`src/sv/rhc_pkg.sv`:
```
package rhc_pkg;

	localparam int CHANNEL_BITS      = 8;
	localparam int HUE_FRACTION_BITS = 8;

	localparam int CW       = CHANNEL_BITS;
	localparam int FW       = HUE_FRACTION_BITS;
	localparam int HUE_W    = FW + 3;
	localparam int LIGHT_W  = CW + 1;
	localparam int HUE_Q_W  = FW + 1;
	localparam int SECT_W   = 3;

	// one quotient bit per stage for each divider that has bits left, both run side by side
	localparam int DIV_STAGES = (HUE_Q_W > CW) ? HUE_Q_W : CW;

	localparam logic [CW-1:0]      FULL      = {CW{1'b1}};
	localparam logic [LIGHT_W-1:0] TWO_FULL  = {FULL, 1'b0};
	localparam logic [HUE_W-1:0]   HUE_TURN  = HUE_W'(6) << FW;

	localparam logic [SECT_W-1:0] BASE_RED   = SECT_W'(0);
	localparam logic [SECT_W-1:0] BASE_GREEN = SECT_W'(2);
	localparam logic [SECT_W-1:0] BASE_BLUE  = SECT_W'(4);
	localparam logic [SECT_W-1:0] BASE_WRAP  = SECT_W'(6);

	typedef struct packed {
		logic [CW:0]        hue_rem;
		logic [HUE_Q_W-1:0] hue_quo;
		logic [CW:0]        sat_rem;
		logic [CW-1:0]      sat_quo;
		logic [CW-1:0]      sat_low;
		logic [CW-1:0]      c;
		logic [CW-1:0]      den;
		logic               neg;
		logic [SECT_W-1:0]  base;
		logic               grey;
		logic [LIGHT_W-1:0] sum;
	} div_t;

	typedef struct packed {
		logic [HUE_W-1:0]   hue;
		logic [CW-1:0]      sat;
		logic [LIGHT_W-1:0] light;
	} out_t;

endpackage

```
`src/sv/rgb_to_hsl_converter.sv`:
```
// rgb to hsl converter, one pixel beat per clock while the receiver does not stall
//
// pixel channel: red, green, blue (unsigned) qualified by pixel_valid, a beat
// is taken when pixel_valid is high and pixel_stall is low.
// hsl channel: hue (sextants times 2^fraction bits), saturation and
// lightness_doubled (max + min) qualified by hsl_valid, taken when hsl_valid
// is high and hsl_stall is low.
//
// the pipeline has one stage for max/min, one for the divider operands, one
// stage per quotient bit of the two restoring dividers (hue offset and
// saturation run in parallel), and the output register. throughput is one
// pixel per clock while the receiver does not stall.
//
// reset clears every stage valid bit, so no beat is presented after reset.
// when the receiver stalls with a beat waiting, the whole pipeline holds and
// pixel_stall is raised in the same cycle; nothing is dropped or repeated.
module rgb_to_hsl_converter (
	input  logic                                clk,
	input  logic                                arst_n,
	input  logic                                pixel_valid,
	output logic                                pixel_stall,
	input  logic [rhc_pkg::CHANNEL_BITS-1:0]    red,
	input  logic [rhc_pkg::CHANNEL_BITS-1:0]    green,
	input  logic [rhc_pkg::CHANNEL_BITS-1:0]    blue,
	output logic                                hsl_valid,
	input  logic                                hsl_stall,
	output logic [rhc_pkg::HUE_W-1:0]           hue,
	output logic [rhc_pkg::CHANNEL_BITS-1:0]    saturation,
	output logic [rhc_pkg::LIGHT_W-1:0]         lightness_doubled
);
	import rhc_pkg::*;

	logic en;

	logic          valid_s1;
	logic [CW-1:0] r_s1, g_s1, b_s1, hi_s1, lo_s1;
	logic [CW-1:0] hi_d, lo_d;

	logic  div_valid_s [0:DIV_STAGES];
	div_t  div_s       [0:DIV_STAGES];
	div_t  div_d       [0:DIV_STAGES];

	logic  out_valid_s;
	out_t  out_s;
	out_t  out_d;

	assign en          = !(out_valid_s && hsl_stall);
	assign pixel_stall = !en;

	// max and min
	always_comb begin
		hi_d = red;
		lo_d = red;
		if (green > hi_d) hi_d = green;
		if (blue > hi_d)  hi_d = blue;
		if (green < lo_d) lo_d = green;
		if (blue < lo_d)  lo_d = blue;
	end

	// divider operands
	always_comb begin
		logic [CW-1:0]   c;
		logic [CW-1:0]   a, s;
		logic [2*CW-1:0] num;
		div_t            d;
		c   = hi_s1 - lo_s1;
		num = {c, {CW{1'b0}}} - {{CW{1'b0}}, c};
		d.sum = {1'b0, hi_s1} + {1'b0, lo_s1};
		if (d.sum <= {1'b0, FULL}) begin
			d.den = d.sum[CW-1:0];
		end else begin
			d.den = CW'(TWO_FULL - d.sum);
		end
		priority if (hi_s1 == g_s1) begin
			a = b_s1;
			s = r_s1;
			d.base = BASE_GREEN;
		end else if (hi_s1 == b_s1) begin
			a = r_s1;
			s = g_s1;
			d.base = BASE_BLUE;
		end else begin
			a = g_s1;
			s = b_s1;
			d.base = (g_s1 < b_s1) ? BASE_WRAP : BASE_RED;
		end
		d.neg     = a < s;
		d.hue_rem = {1'b0, (d.neg ? (s - a) : (a - s))};
		d.hue_quo = '0;
		d.sat_rem = {1'b0, num[2*CW-1:CW]};
		d.sat_quo = '0;
		d.sat_low = num[CW-1:0];
		d.c       = c;
		d.grey    = (c == '0);
		div_d[0]  = d;
	end

	// one quotient bit per stage for each divider that has bits left
	for (genvar k = 1; k <= DIV_STAGES; k++) begin : g_div
		always_comb begin
			div_t        p;
			logic [CW:0] t;
			logic        q;
			p = div_s[k-1];
			if (k <= HUE_Q_W) begin
				q = p.hue_rem >= {1'b0, p.c};
				t = q ? (p.hue_rem - {1'b0, p.c}) : p.hue_rem;
				p.hue_rem = {t[CW-1:0], 1'b0};
				p.hue_quo = {p.hue_quo[HUE_Q_W-2:0], q};
			end
			if (k <= CW) begin
				t = {p.sat_rem[CW-1:0], p.sat_low[CW-1]};
				q = t >= {1'b0, p.den};
				p.sat_rem = q ? (t - {1'b0, p.den}) : t;
				p.sat_low = {p.sat_low[CW-2:0], 1'b0};
				p.sat_quo = {p.sat_quo[CW-2:0], q};
			end
			div_d[k] = p;
		end

		always_ff @(posedge clk or negedge arst_n) begin
			if (!arst_n) begin
				div_valid_s[k] <= 1'b0;
			end else if (en) begin
				div_valid_s[k] <= div_valid_s[k-1];
			end
		end

		always_ff @(posedge clk) begin
			if (en) begin
				div_s[k] <= div_d[k];
			end
		end
	end

	// hue assembly with wrap, grey forces zero hue and saturation
	always_comb begin
		div_t             p;
		logic [HUE_W-1:0] base_w, q_w, h;
		p      = div_s[DIV_STAGES];
		base_w = HUE_W'(p.base) << FW;
		q_w    = HUE_W'(p.hue_quo);
		h      = p.neg ? (base_w - q_w) : (base_w + q_w);
		if (h >= HUE_TURN) begin
			h = h - HUE_TURN;
		end
		out_d.hue   = p.grey ? '0 : h;
		out_d.sat   = p.grey ? '0 : p.sat_quo;
		out_d.light = p.sum;
	end

	always_ff @(posedge clk or negedge arst_n) begin
		if (!arst_n) begin
			valid_s1       <= 1'b0;
			div_valid_s[0] <= 1'b0;
			out_valid_s    <= 1'b0;
		end else if (en) begin
			valid_s1       <= pixel_valid;
			div_valid_s[0] <= valid_s1;
			out_valid_s    <= div_valid_s[DIV_STAGES];
		end
	end

	always_ff @(posedge clk) begin
		if (en) begin
			r_s1     <= red;
			g_s1     <= green;
			b_s1     <= blue;
			hi_s1    <= hi_d;
			lo_s1    <= lo_d;
			div_s[0] <= div_d[0];
			out_s    <= out_d;
		end
	end

	assign hsl_valid         = out_valid_s;
	assign hue               = out_s.hue;
	assign saturation        = out_s.sat;
	assign lightness_doubled = out_s.light;

endmodule

```
`config.mk`:
```
export PLATFORM = sky130hd
export DESIGN_NAME = rgb_to_hsl_converter
export DESIGN_NICKNAME = d
export VERILOG_FILES = /design/src/sv/rhc_pkg.sv /design/src/sv/rgb_to_hsl_converter.sv
export SDC_FILE = /design/constraint.sdc
export NUM_CORES = 1
export LEC_CHECK = 0
export ABC_CLOCK_PERIOD_IN_PS = 54100
export BUFFER_PORTS_ARGS = -buffer_cell sky130_fd_sc_hd__buf_2
export CORE_ASPECT_RATIO = 1.4
export CORE_MARGIN = 5
export CORE_UTILIZATION = 40
export CTS_BUF_LIST = sky130_fd_sc_hd__clkbuf_8
export DETAILED_ROUTE_END_ITERATION = 10
export GPL_TIMING_DRIVEN = 1
export HOLD_SLACK_MARGIN = 0.05
export PLACE_DENSITY = 0.53
export SLEW_MARGIN = 30
export SYNTH_ARGS = -nofsm -noshare
export SYNTH_HDL_FRONTEND = slang
export SYNTH_SLANG_ARGS = --single-unit
```
`constraint.sdc`:
```
create_clock -name clk -period 54.1 [get_ports clk]
set_input_delay 5.41 -clock clk [delete_from_list [all_inputs] [get_ports clk]]
set_output_delay 5.41 -clock clk [all_outputs]
set_load 0.05 [all_outputs]
```
==> results of run 1 <==
## final cells by class
class,count,area [um2]
antenna,1,2.50
clock buffer,99,1360
clock inverter,69,509
fill,6343,38600
inverter,253,950
multi-input combinational,1225,9720
sequential,582,17400
tap,936,1170
timing repair buffer,67,377
## layout by cell type (no fill, tap or decap), types with 10 or more instances in the layout
master	count
nor3_1	22
nor2_1	158
a21boi_0	31
clkinv_1	20
a21oi_1	68
mux2_2	79
nand3_1	16
inv_1	275
dfrtp_1	12
buf_2	57
o31ai_1	20
o21ai_0	99
nand4_1	28
nand2b_1	40
nand2_1	56
mux2i_1	72
nor2b_1	34
a211oi_1	13
edfxtp_1	570
a21oi_2	13
o21a_1	26
clkbuf_8	99
fa_1	19
ha_1	199
xor2_1	31
clkinv_2	12
a21boi_1	10
a21o_1	19
xnor2_1	62
## worst register-to-register path, cell delays in order (launching register included)
cell	delay, ns
edfxtp_1	0.55
xor2_1	0.24
nor4_1	0.48
nand4_1	0.62
mux2i_1	0.26
a21o_1	0.22
inv_1	0.06
ha_1	0.16
inv_1	0.05
fa_1	0.42
a211oi_1	0.26
o21ai_1	0.12
nand2_2	0.32
mux2_1	0.37
a211o_1	0.28
a222oi_1	0.35
xnor2_1	0.10
## per-layer routing
metal,up-vias,share of wire [%]
met5,-,0
met4,0,4.1
met3,119,3.5
met2,235,57
met1,7506,35
li1,7889,-
## metrics by stage
| stage | utilization (%) | cells | setup WS [ns] | cell area, um2 |
|---|---|---|---|---|
| finish | 45.0 | 3232 | 42.17 | 31500 |
| global route | 45.0 | 3232 | 42.03 | 31500 |
| CTS | 45.0 | 3231 | 42.10 | 31500 |
| detailed placement | 42.3 | 3063 | 42.11 | 29600 |
| global placement | 42.3 | 3063 | 42.12 | 29600 |
| floorplan | - | 2082 | 22.55 | 28200 |
## logic make-up (layout without fill, tap and decap cells)
kind of cell / Yosys count / count (layout) / share of synthesized area (%)
buffers and inverters: 275 / 488 / 3.78
AO/OA/AOI/OAI: 359 / 359 / 8.56
flip-flops: 582 / 582 / 61.8
XOR/XNOR: 93 / 93 / 2.89
multiplexers: 152 / 152 / 5.75
adder cells (fa/ha/maj): 218 / 218 / 10.2
other: 0 / 1 / 0
AND/OR/NAND/NOR: 403 / 403 / 7.04
## state kept, by name, indices dropped and copies added (netlist names)
| register | count |
|---|---|
| hsl_valid | 1 |
| r_s1 | 8 |
| lo_s1 | 8 |
| lightness_doubled | 9 |
| div_s | 502 |
| hue | 11 |
| hi_s1 | 8 |
| saturation | 8 |
| b_s1 | 8 |
| div_valid_s | 10 |
| valid_s1 | 1 |
| g_s1 | 8 |
## how the worst min path moves through the flow
stage	start	end	slack (ns)	cells past startpoint
after floorplan	div_s[0][11]	div_s[1][11]	0.40	0
after global placement	div_s[5][6]	div_s[6][6]	0.40	0
after detailed placement	div_s[0][1]	div_s[1][1]	0.40	0
after CTS	div_s[7][8]	div_s[8][8]	0.40	0
after global routing	div_s[8][5]	div_s[9][5]	0.41	0
final	div_s[5][2]	div_s[6][2]	0.40	0
==> run metrics, run 1 <==
# rows=115; Clock transition at path regs=0.06 ns; pin count of the biggest net entering global routing=164; Slew Limit Fails=0; Synth Cell Area=28200 um2; CP most frequent cell=buf_2; Final Setup Violations=0; DRT iter0 DRCs=742; post-layout min period=11.93 ns; Setup crit end=pixel_stall; core area=70100 um2; Startpoint Class=input pin; worst-case reg-to-reg path depth=16; syn_area_per_cell=13.5 um2; slowest cell delay on critical path=0.54 ns; kind of critical path=in -> out; RSZ-0062 raised after global routing=false; Post-Syn Nets=2328; #FFs+latches synth=582; mean routed wirelength per cell=14.9 um; origin of the critical flop-to-flop path=hi_s1[7]; Synth top area share=60.7%; status=complete, no violations; cell count along the critical path=4; I/O pins=58; DR vias=15700; IO buf count=57; Slew headroom=37.5%; routed vias/inst=4.87; Fin Clk Skew=0.0338 ns; Hold Fails Final Rpt=0; slew of the pin with the lowest slew margin=0.938 ns; # nets final=2469; fraction of layout cells with a size suffix above 1=13.7%; Max H-tree Level=3; synth top area cells=edfxtp_1 61%, ha_1 8.8%, inv_1 3.4%; post_cts resized=0; fin crit share=22.1%; critical path fanouts, max=60; async set-reset flop share out of synthesis=2.06%; number of synthesized flops with an enable pin=570; first-pass GRT wire length=78400 um; Worst path slowest cell=nand2_4; routed wire length=48000 um; Syn Inst Count=2082; DRC=0; die area=76000 um2; ANT nets after route=0; CP Capture Type=output port; critical-path cell list=buf_2 > nand2_4 > inv_1 > buf_2; met2 global-route usage=25.7%; critical path startpoint=hsl_stall; gr busiest metal=met2; CTS hold repair buffers=0; grt total ovfl=0; WHS=0.401 ns; Num Clock Sinks=582; Buf/Inv on CP=3; worst path arrival time=6.52 ns; post-DP HPWL=34200 um; hold crit path type=reg -> reg; GRT Util Overall=12.8%; DR pass1 iterations=5; CP required=48.69 ns; reg-to-reg endpoint=div_s[0][70]; maxcap violations=0; CTS Buf Count=94; initial antenna violation count=1; Starting Density=40.2%; Area Growth Syn to Fin=11.8%; top cell type by total area after synthesis=edfxtp_1; Netlist cell types=85; Top FF cell, synth=edfxtp_1; max frequency=83.8 MHz; vias in the first global route=16600; Synth warnings=0; register area share after synthesis=61.8%; met3 usage in global routing=2.77%; CTS max path bufs=3; GPL Wtd Cong=0.821; Setup TNS=0 ns; clock tree from TritonCTS=done; met1 Resource Use GR=11.8%; count leader, synth=edfxtp_1; FF-to-FF setup slack=48.98 ns; synth cell count leaders=570 x edfxtp_1, 252 x inv_1, 199 x ha_1; largest delay contributor family on the critical path=simple AND/OR/NAND/NOR gates; setup repair bufs after CTS=0; clock latency on the worst-skew pair=0.68 ns; root buf cell=clkbuf_8; Die H=324 um; Die X=234 um
Power of run 1 is left out: the tool's default activity adds up to more than one toggle a clock period on the data nets, which glitch-free logic cannot reach.
==> run 2: changes to the inputs <==
- ABC_CLOCK_PERIOD_IN_PS: 54100 -> 9810
- PLACE_DENSITY: 0.53 -> 0.55
- clock period: 54.1 -> 9.81 ns (I/O delays scaled with it)
==> run metrics, run 2 (synthesis gave the netlist of run 1 again) <==
number of flip-flops in the largest register=502 (unchanged); kind of critical path=reg -> reg; DR pass1 iterations=5 (unchanged); vias in the first global route=16600 (+0.30%); setup repair bufs after CTS=0 (unchanged); DR vias=15600 (-0.84%); # rows=115 (unchanged); max frequency=207 MHz; RSZ-0062 raised after global routing=false; DRT iter0 DRCs=556 (-25%); slew of the pin with the lowest slew margin=0.918 ns (-0.0198 ns); I/O pins=58 (unchanged); commonest non-fill, non-tap cell in the layout=edfxtp_1; clock latency on the worst-skew pair=0.69 ns (about the same); die area=76000 um2 (unchanged); pin count of the biggest net entering global routing=183 (+12%); CP Capture Type=register; Slew headroom=38.3% (+0.88 points); fraction of layout cells with a size suffix above 1=13.2% (-0.48 points); fin crit share=49.1%; routed vias/inst=4.84 (-0.59%); CTS Buf Count=95 (+1.1%); most frequent cells in the layout=570 x edfxtp_1, 281 x inv_1, 199 x ha_1; Largest Register=div_s; critical path fanouts, max=14 (-77%); Area Growth Syn to Fin=11.2%; IO buf count=57 (unchanged); first-pass GRT wire length=78000 um (-0.60%); Starting Density=40.2% (unchanged); Setup TNS=0 ns (unchanged); clock tree from TritonCTS=done; CP required=10.23 ns (-38.46 ns); worst-case reg-to-reg path depth=16 (unchanged); maxcap violations=0 (unchanged); post-DP HPWL=33400 um (-2.3%); Die X=234 um (unchanged); Startpoint Class=register; grt total ovfl=0 (unchanged); Clock transition at path regs=0.06 ns (about the same); Hold Fails Final Rpt=0 (unchanged); status=complete, no violations; Max H-tree Level=3 (unchanged); ANT nets after route=0 (unchanged); hold crit path type=in -> async; GRT Util Overall=12.6% (-0.16 points); Die H=324 um (unchanged); post-layout min period=4.82 ns; Slew Limit Fails=0 (unchanged); mean routed wirelength per cell=14.6 um (-1.5%); Fin Clk Skew=0.0395 ns (+0.00575 ns); post_cts resized=0 (unchanged); root buf cell=clkbuf_8; worst path arrival time=5.24 ns (-1.28 ns); core area=70100 um2 (unchanged); CTS hold repair buffers=0 (unchanged); DRC=0 (unchanged); initial antenna violation count=1 (unchanged); routed wire length=47200 um (-1.7%); # nets final=2466 (-0.12%); Final Setup Violations=0 (unchanged); GPL Wtd Cong=0.833 (+1.4%); Num Clock Sinks=582 (unchanged); CTS max path bufs=3 (unchanged)
## run 2: changes by cell type in the layout (fill, tap and decap cells not counted), moves of 2 or more
cell	delta
bufinv_16	-7
buf_4	-6
inv_1	+6
clkinv_2	-3
buf_12	+2
clkbuf_8	-2
inv_8	+2
## run 2: path summary, 6_finish.rpt
| check | from | to | slack [ns] |
|---|---|---|---|
| worst max-delay path | hi_s1[6] | div_s[0][70] | 4.99 |
| worst min-delay path | arst_n | div_valid_s[7] | 0.17 |
| worst max register to register | hi_s1[6] | div_s[0][70] | 4.99 |
| worst min register to register | div_s[4][9] | div_s[5][9] | 0.40 |
| max in group asynchronous | arst_n | div_valid_s[1] | 9.42 |
| min in group clk | div_s[4][9] | div_s[5][9] | 0.40 |
## run 2: layer usage
layer / track usage (%) / share of wire, % / up-vias / wire length [um]
met3: 2.64 / 3.6 / 116 / 1720
met5: 0 / 0 / - / 0
met1: 11.5 / 35 / 7380 / 16300
met4: 6.57 / 3.9 / 0 / 1860
li1: - / - / 7886 / -
met2: 25.5 / 58 / 235 / 27300
## run 2: metrics by stage
stage | setup slack, ns | hold slack, ns | instance area [um2] | utilization, % | instances
CTS | 4.82 | 0.0884 | 31300 | 44.7 | 3222
finish | 4.99 | 0.174 | 31400 | 44.7 | 3224
floorplan | 2.54 | 0.400 | 28200 | - | 2082
detailed placement | 4.45 | 0.405 | 29600 | 42.3 | 3058
global route | 4.67 | 0.124 | 31400 | 44.7 | 3224
global placement | 4.12 | 0.400 | 29600 | 42.3 | 3058
## run 2: critical path: stages (launching register included)
cell,delay [ns]
edfxtp_1,0.54
xor2_1,0.22
nor4_1,0.38
nand4_1,0.57
mux2i_1,0.27
a21o_1,0.22
inv_1,0.06
ha_1,0.17
inv_1,0.06
fa_1,0.41
a211oi_1,0.24
o21ai_1,0.11
nand2_2,0.29
mux2_1,0.37
a211o_1,0.28
a222oi_1,0.27
xnor2_1,0.10
## run 2: cell type report
| type | count | area [um2] |
|---|---|---|
| multi-input combinational | 1225 | 9740 |
| clock buffer | 97 | 1340 |
| tap | 936 | 1170 |
| clock inverter | 67 | 345 |
| inverter | 253 | 950 |
| sequential | 582 | 17400 |
| fill | 6317 | 38700 |
| timing repair buffer | 63 | 388 |
| antenna | 1 | 2.50 |
Power of run 2 is left out for the same reason.
